File: config.mk
export PLATFORM = sky130hd
export DESIGN_NAME = annexb_parameter_set_checker_unit
export DESIGN_NICKNAME = d
export VERILOG_FILES = /design/src/rtl/apsc_pkg.sv /design/src/rtl/annexb_parameter_set_checker_unit.sv
export VERILOG_INCLUDE_DIRS = /design/src /design/src/rtl
export SDC_FILE = /design/constraint.sdc
export NUM_CORES = 1
export LEC_CHECK = 0
export ABC_AREA = 1
export BUFFER_PORTS_ARGS = -buffer_cell sky130_fd_sc_hd__buf_2
export CAP_MARGIN = 20
export CORE_ASPECT_RATIO = 0.75
export CORE_MARGIN = 2
export CORE_UTILIZATION = 40
export DETAILED_ROUTE_END_ITERATION = 8
export HOLD_SLACK_MARGIN = 0.02
export PLACE_DENSITY = 0.72
export SYNTH_ARGS = -nofsm -noshare
export SYNTH_HDL_FRONTEND = slang
export SYNTH_SLANG_ARGS = --single-unit
File: constraint.sdc
create_clock -name aclk -period 3.72 [get_ports aclk]
set_clock_uncertainty 0.05 [all_clocks]
set_input_delay 0.744 -clock aclk [delete_from_list [all_inputs] [get_ports aclk]]
set_output_delay 0.744 -clock aclk [all_outputs]
set_load 0.03 [all_outputs]
File: src/rtl/annexb_parameter_set_checker_unit_macros.svh
// Assertion macros shared by the parameter set checker RTL.
`ifndef ANNEXB_PARAMETER_SET_CHECKER_UNIT_MACROS_SVH
`define ANNEXB_PARAMETER_SET_CHECKER_UNIT_MACROS_SVH

// Same-cycle implication, sampled on aclk and held off during reset.
`define APSC_ASSERT_SAME(label, ante, cons) \
    label: assert property (@(posedge aclk) disable iff (!aresetn) (ante) |-> (cons)) \
        else $error("parameter set checker: same-cycle check failed");

// Next-cycle implication, sampled on aclk and held off during reset.
`define APSC_ASSERT_NEXT(label, ante, cons) \
    label: assert property (@(posedge aclk) disable iff (!aresetn) (ante) |=> (cons)) \
        else $error("parameter set checker: next-cycle check failed");

`endif

File: src/rtl/apsc_pkg.sv
// Package with the types, constants and lookup functions of the parameter set checker.
`default_nettype none
package apsc_pkg;

    // Header field masks.
    localparam logic [7:0] MASK_FORBIDDEN = 8'h80;
    localparam logic [7:0] MASK_TID       = 8'h07;
    localparam logic [7:0] MASK_H264_TYPE = 8'h1F;
    localparam logic [7:0] MASK_HEVC_TYPE = 8'h3F;

    // Byte positions within a set; the position counter saturates at the last one.
    localparam logic [2:0] POS_CODE_ONE = 3'd3;
    localparam logic [2:0] POS_HEADER0  = 3'd4;
    localparam logic [2:0] POS_HEADER1  = 3'd5;
    localparam logic [2:0] POS_MAX      = 3'd7;

    // Minimum set lengths in bytes.
    localparam logic [2:0] MIN_LEN_H264 = 3'd5;
    localparam logic [2:0] MIN_LEN_HEVC = 3'd6;

    // Set count saturation and zero run saturation.
    localparam logic [1:0] COUNT_MAX    = 2'd3;
    localparam logic [1:0] ZERO_RUN_MAX = 2'd3;

    // Configuration register indexes.
    localparam int unsigned REG_CODEC_MODE = 0;

    // One result item.
    typedef struct packed {
        logic       list_ok;
        logic       list_done;
        logic       set_ok;
        logic [5:0] nal_type;
    } apsc_result_t;

    // Expected NAL type of the set at a given position in the list.
    function automatic logic [5:0] apsc_expect_type(input logic hevc, input logic [1:0] idx);
        logic [5:0] t;
        begin
            t = 6'd0;
            case ({hevc, idx})
                3'b000:  t = 6'd7;
                3'b001:  t = 6'd8;
                3'b100:  t = 6'd32;
                3'b101:  t = 6'd33;
                3'b110:  t = 6'd34;
                default: t = 6'd0;
            endcase
            return t;
        end
    endfunction

    // Number of sets a complete list holds.
    function automatic logic [1:0] apsc_expect_count(input logic hevc);
        return hevc ? 2'd3 : 2'd2;
    endfunction

endpackage
`default_nettype wire

File: src/rtl/annexb_parameter_set_checker_unit.sv
// Top level of the Annex B parameter set checker with its stream and register ports.
//
// Usage: the s_ channel carries the bytes of a list of parameter sets, one byte per
// item. s_tlast marks the last byte of a set and s_tuser, sampled with s_tlast, marks
// the last set of the list. For every set the m_ channel gives one item with the NAL
// type, whether the set passed, and, on the last set (m_tlast), whether the whole list
// passed. The APB port holds one register, codec_mode at address 0 (0 = H.264 rules,
// 1 = HEVC rules); the user must write it only while no set is in flight, and the block does not enforce this.
// A set's result is registered into the result buffer when the item that ends the set is accepted.
// Throughput: one byte per cycle while s_tready is high; the per-byte checks are a few compares feeding the
// state registers and the result register, so nothing longer sets the rate.
// A two-entry result buffer (output register plus skid register) lets the block keep
// taking bytes while one result waits; s_tready drops only while both entries hold a
// result, and rises again once the receiver takes one.
// Reset (aresetn low at a clock edge) clears the set and list state, empties the result
// buffer and sets codec_mode to H.264.
`default_nettype none
`include "annexb_parameter_set_checker_unit_macros.svh"
module annexb_parameter_set_checker_unit
    import apsc_pkg::*;
(
    input  wire logic        aclk,
    input  wire logic        aresetn,
    // Input item channel.
    input  wire logic        s_tvalid,
    output      logic        s_tready,
    input  wire logic [7:0]  s_tdata,   // [7:0] data_byte
    input  wire logic        s_tlast,   // end_of_set
    input  wire logic        s_tuser,   // [0] end_of_list
    // Result item channel.
    output      logic        m_tvalid,
    input  wire logic        m_tready,
    output      logic [7:0]  m_tdata,   // [5:0] nal_type, [6] set_ok, [7] list_ok
    output      logic        m_tlast,   // list_done
    // Configuration port.
    input  wire logic        psel,
    input  wire logic        penable,
    input  wire logic        pwrite,
    input  wire logic [1:0]  paddr,
    input  wire logic [31:0] pwdata,
    output      logic [31:0] prdata,
    output      logic        pready
);

    logic         codec_mode_reg;
    logic [2:0]   byte_position_reg, byte_position_next;
    logic [1:0]   zero_run_reg, zero_run_next;
    logic         set_good_reg, set_good_next;
    logic [5:0]   header_type_reg, header_type_next;
    logic [1:0]   set_count_reg, set_count_next;
    logic         all_good_reg, all_good_next;

    logic         out_valid_reg, skid_valid_reg;
    apsc_result_t out_data_reg, skid_data_reg, result;

    logic         accept, push, pop, eos, eol, hevc;
    logic [7:0]   b;
    logic [2:0]   minl;
    logic [1:0]   exp_count, new_count;
    logic         len_ok, match, ok, new_all;
    logic         cfg_write;

    // Configuration register.
    assign pready    = 1'b1;
    assign cfg_write = psel && penable && pwrite && pready && (paddr == 2'(4 * REG_CODEC_MODE));
    assign prdata    = (paddr == 2'(4 * REG_CODEC_MODE)) ? {31'd0, codec_mode_reg} : 32'd0;

    always_ff @(posedge aclk) begin
        if (!aresetn) begin
            codec_mode_reg <= 1'b0;
        end else if (cfg_write) begin
            codec_mode_reg <= pwdata[0];
        end
    end

    // Handshakes.
    assign s_tready = !skid_valid_reg;
    assign accept   = s_tvalid && s_tready;
    assign pop      = out_valid_reg && m_tready;
    assign b        = s_tdata;
    assign eos      = s_tlast;
    assign eol      = s_tlast && s_tuser;
    assign hevc     = codec_mode_reg;
    assign minl     = hevc ? MIN_LEN_HEVC : MIN_LEN_H264;
    assign push     = accept && eos;

    // Per-byte header, start code and emulation checks.
    always_comb begin
        set_good_next    = set_good_reg;
        header_type_next = header_type_reg;
        zero_run_next    = 2'd0;

        if (byte_position_reg < POS_CODE_ONE) begin
            if (b != 8'd0) begin
                set_good_next = 1'b0;
            end
        end else if (byte_position_reg == POS_CODE_ONE) begin
            if (b != 8'd1) begin
                set_good_next = 1'b0;
            end
        end else if (byte_position_reg == POS_HEADER0) begin
            if ((b & MASK_FORBIDDEN) != 8'd0) begin
                set_good_next = 1'b0;
            end
            header_type_next = hevc ? 6'((b >> 1) & MASK_HEVC_TYPE)
                                    : 6'(b & MASK_H264_TYPE);
        end else if (byte_position_reg == POS_HEADER1 && hevc) begin
            if ((b & MASK_TID) == 8'd0) begin
                set_good_next = 1'b0;
            end
        end

        // A start code prefix after the header marks the set as failed.
        if (byte_position_reg >= minl) begin
            if (b == 8'd0) begin
                zero_run_next = (zero_run_reg < ZERO_RUN_MAX) ? zero_run_reg + 2'd1
                                                              : ZERO_RUN_MAX;
            end else begin
                if (b == 8'd1 && zero_run_reg >= 2'd2) begin
                    set_good_next = 1'b0;
                end
            end
        end

        byte_position_next = (byte_position_reg < POS_MAX) ? byte_position_reg + 3'd1
                                                           : POS_MAX;
    end

    // End-of-set verdict and list bookkeeping.
    always_comb begin
        exp_count = apsc_expect_count(hevc);
        len_ok    = ({1'b0, byte_position_reg} + 4'd1) >= {1'b0, minl};
        match     = (set_count_reg < exp_count) && (set_count_reg < COUNT_MAX) &&
                    (header_type_next == apsc_expect_type(hevc, set_count_reg));
        ok        = set_good_next && len_ok && match;
        new_count = (set_count_reg < COUNT_MAX) ? set_count_reg + 2'd1 : COUNT_MAX;
        new_all   = all_good_reg && ok;

        result.nal_type  = header_type_next;
        result.set_ok    = ok;
        result.list_done = eol;
        result.list_ok   = eol && new_all && (new_count == exp_count);

        set_count_next = eol ? 2'd0 : new_count;
        all_good_next  = eol ? 1'b1 : new_all;
    end

    // Set and list state.
    always_ff @(posedge aclk) begin
        if (!aresetn) begin
            byte_position_reg <= 3'd0;
            zero_run_reg      <= 2'd0;
            set_good_reg      <= 1'b1;
            header_type_reg   <= 6'd0;
            set_count_reg     <= 2'd0;
            all_good_reg      <= 1'b1;
        end else if (accept) begin
            if (eos) begin
                byte_position_reg <= 3'd0;
                zero_run_reg      <= 2'd0;
                set_good_reg      <= 1'b1;
                header_type_reg   <= 6'd0;
                set_count_reg     <= set_count_next;
                all_good_reg      <= all_good_next;
            end else begin
                byte_position_reg <= byte_position_next;
                zero_run_reg      <= zero_run_next;
                set_good_reg      <= set_good_next;
                header_type_reg   <= header_type_next;
            end
        end
    end

    // Result buffer control: output register plus one skid entry.
    always_ff @(posedge aclk) begin
        if (!aresetn) begin
            out_valid_reg  <= 1'b0;
            skid_valid_reg <= 1'b0;
        end else if (skid_valid_reg) begin
            if (pop) begin
                out_valid_reg  <= 1'b1;
                skid_valid_reg <= 1'b0;
            end
        end else if (push) begin
            if (out_valid_reg && !pop) begin
                skid_valid_reg <= 1'b1;
            end else begin
                out_valid_reg  <= 1'b1;
            end
        end else if (pop) begin
            out_valid_reg <= 1'b0;
        end
    end

    // Result buffer payload.
    always_ff @(posedge aclk) begin
        if (skid_valid_reg) begin
            if (pop) begin
                out_data_reg <= skid_data_reg;
            end
        end else if (push) begin
            if (out_valid_reg && !pop) begin
                skid_data_reg <= result;
            end else begin
                out_data_reg  <= result;
            end
        end
    end

    assign m_tvalid = out_valid_reg;
    assign m_tdata  = {out_data_reg.list_ok, out_data_reg.set_ok, out_data_reg.nal_type};
    assign m_tlast  = out_data_reg.list_done;

    // Checks on the buffer and the list state.
    `APSC_ASSERT_SAME(a_skid_needs_out, skid_valid_reg, out_valid_reg)
    `APSC_ASSERT_SAME(a_list_ok_only_at_end, m_tvalid && !m_tlast, !m_tdata[7])
    `APSC_ASSERT_NEXT(a_count_held_in_set, accept && !s_tlast, set_count_reg == $past(set_count_reg))
    `APSC_ASSERT_NEXT(a_list_end_clears, accept && s_tlast && s_tuser, set_count_reg == 2'd0 && all_good_reg)
    `APSC_ASSERT_NEXT(a_push_shows_result, push && !out_valid_reg, m_tvalid)

endmodule
`default_nettype wire

==> run metrics <==
CTS tree built; setup TNS 0 ps; Req. time, crit path about 3700 ps; clock sinks 36; gpl congestion 0.933; Crit Path Category reg2reg; Worst EP arrival 2350 ps; footprint of the multi-input gates between 0.001 and 0.0015 mm²; fill cell count 565; post_cts resized 0; hold crit path type reg2reg; Synth Warn # 0; pwr dens 361 mW/mm²; Power Internal 0.651 mW; crit path cell chain inv_1, nand2_1, nor2_2, inv_1, nor2_1, buf_4; period utilization 65.0%; Routed WL 4460 µm; Max-Cap Viols 0; I/O Pins 95; max incr delay on CP 480 ps; number of synthesized register bits 36; post-route cell area roughly 0.0025 mm²; Sw Share 27.4%; max_slew headroom between 60% and 70%; initial antenna violation count 0; reg2reg start skid_valid_reg; Ant. Diodes 0; Fmax achieved 0.413 GHz; floorplan row count 23; min-delay src all_good_reg; clk_lat worst skew roughly 290 ps; Overflow after GRT 0; post-synth cell types 28; Avg WL per Cell 10.6 µm; Mapped Cells ~310; commonest non-fill, non-tap cells in the layout nand2_1 (92), nor2_1 (36), inv_1 (35), conb_1 (32), buf_2 (31); first-pass GRT wire length 7290 µm; cts bufs inserted 5; width of the die ~91 µm; RSZ-0062 raised after global routing no; DRT antenna net count 0; dpl ws 1320 ps; Final #Nets 405; Starting DRT DRC Count 92; CP Max Fanout 16; post-route worst setup slack between 1000 and 1500 ps; Clock transition at path regs approximately 80 ps; hold endpoint all_good_reg; critical path endpoint category flop; Area after DPL 0.00237 mm²; Worst R2R Path Depth 6; LEAKAGE 1.17 nW; Cells on Worst Hold Path 2; Root Driver clkbuf_8; Reg power frac 48.0%; clock network power share 37.6%; P&R area growth vs syn 9.18%; clock period minus worst slack 2420 ps; Initial Utilization 42.1%; startpoint types flop; Storage cell area 901 µm²; vias per cell between 4 and 5; combinational share of power around 14%; final hold viol count 0; Tightest Pin Transition 573 ps; post-synthesis sequential area ratio slightly below 40%; die height 69.3 µm; gr usage total 14.3%; Critical Path Slowest Stage Cell nand2_1; outcome completed; Die Area 0.00632 mm²; Max H-tree Level 2; Sw Pwr 0.246 mW; synthesized area per cell 7.25 µm²; FF-to-FF End skid_data_reg[4]; via count 1,864; Peak VDD IR 129 µV; final setup vio count 0; Largest register FFs 9; post-CTS setup buffer count 0; largest net degree at the start of global routing 17; vias in the first global route 1,602; layout cells sized above 1 around 16%; reg-to-reg setup timing slack 1300 ps; CP most frequent cell inv_1; # hold bufs at CTS 0; mapped cell area 0.00228 mm²; most common cell after layout, fill and taps aside nand2_1; First-pass DRT Iterations 4; total core area between 0.005 and 0.006 mm²; fin. max-slew vios 0; # port buffers 31; DRC violations left 0; HPWL after DPL 3430 µm; Clock Tree Buf Depth 2
[cells in the mapped netlist]
cell	number	area (µm²)
ha_1	8	100
o21ai_0	15	75.1
nor2_2	2	12.5
nor2_4	1	11.3
buf_1	1	3.75
conb_1	2	7.51
buf_2	1	5.00
nand3_2	1	10.0
a31oi_1	3	18.8
inv_2	2	7.51
a221oi_1	1	8.76
o211ai_1	1	7.51
clkbuf_1	2	7.51
a21oi_1	19	95.1
o2111ai_1	1	8.76
nor2_1	36	135
o21a_1	1	7.51
o21ai_2	1	8.76
buf_4	32	240
edfxtp_1	18	541
inv_1	35	131
nor3_1	1	5.00
nand3_1	9	45.0
nand2_1	92	345
nand4_1	3	18.8
nand2_2	6	37.5
dfxtp_1	18	360
buf_6	2	22.5
[per-layer routing]
metal	vias to the layer above	global-route usage (%)	routed length [µm]
li1	995	-	-
met1	807	19.2	2190
met2	59	23.0	1960
met3	3	3.80	289
met4	0	3.54	21
met5	-	0	0
[worst max-delay path, delay by kind of cell, from the launching register on]
kind,cells,cell delay (ps)
buffers and inverters,3,730
DFF,1,390
and+or+nand+nor,3,950
[through the flow]
stage	hold WS, ps	utilization [%]	cells	total power, mW
after detailed placement	405	43.9	414	0.568
after global placement	403	43.9	414	0.566
after floorplan	380	-	344	0.563
after global routing	441	46.0	422	0.937
after CTS	417	46.0	422	0.905
final	414	46.0	422	0.897
[power groups by stage]
| stage | combinational, mW | clock [mW] | sequential (mW) |
|---|---|---|---|
| final | 0.129 | 0.338 | 0.431 |
| after global routing | 0.141 | 0.364 | 0.432 |
| after CTS | 0.128 | 0.346 | 0.431 |
| after detailed placement | 0.128 | 0 | 0.440 |
| after global placement | 0.126 | 0 | 0.440 |
| after floorplan | 0.113 | 0 | 0.450 |
[cells by family (layout without fill, tap and decap cells)]
kind of cell / Yosys count / in the layout / share of synthesized area, %
compound gates: 42 / 42 / 10.1
fa+ha+maj: 8 / 8 / 4.40
buf+inv: 75 / 78 / 18.4
flops: 36 / 36 / 39.6
other cells: 2 / 32 / 0.330
simple gates: 151 / 151 / 27.3
[layout make-up]
cell class | count | share of cell area (%)
clock buffers | 5 | 2.77
well taps | 75 | 3.77
repair buffers | 33 | 6.84
clock inverters | 3 | 1.71
multi-input cells | 233 | 43.1
flip-flops and latches | 36 | 36.2
inverters | 37 | 5.59
[how the worst max path moves through the flow]
stage | slack, ps | to | depth (start not counted) | startpoint
5_1_grt | 1080 | skid_data_reg[3] | 6 | skid_valid_reg
6_report | 1300 | skid_data_reg[4] | 6 | skid_valid_reg
4_1_cts | 1310 | skid_data_reg[4] | 6 | skid_valid_reg
2_1_floorplan | 1490 | prdata[0] | 1 | paddr[1]
3_5_place_dp | 1320 | skid_data_reg[0] | 6 | skid_valid_reg
3_3_place_gp | 1380 | skid_data_reg[0] | 6 | skid_valid_reg
(Power assumes the default switching activity.)
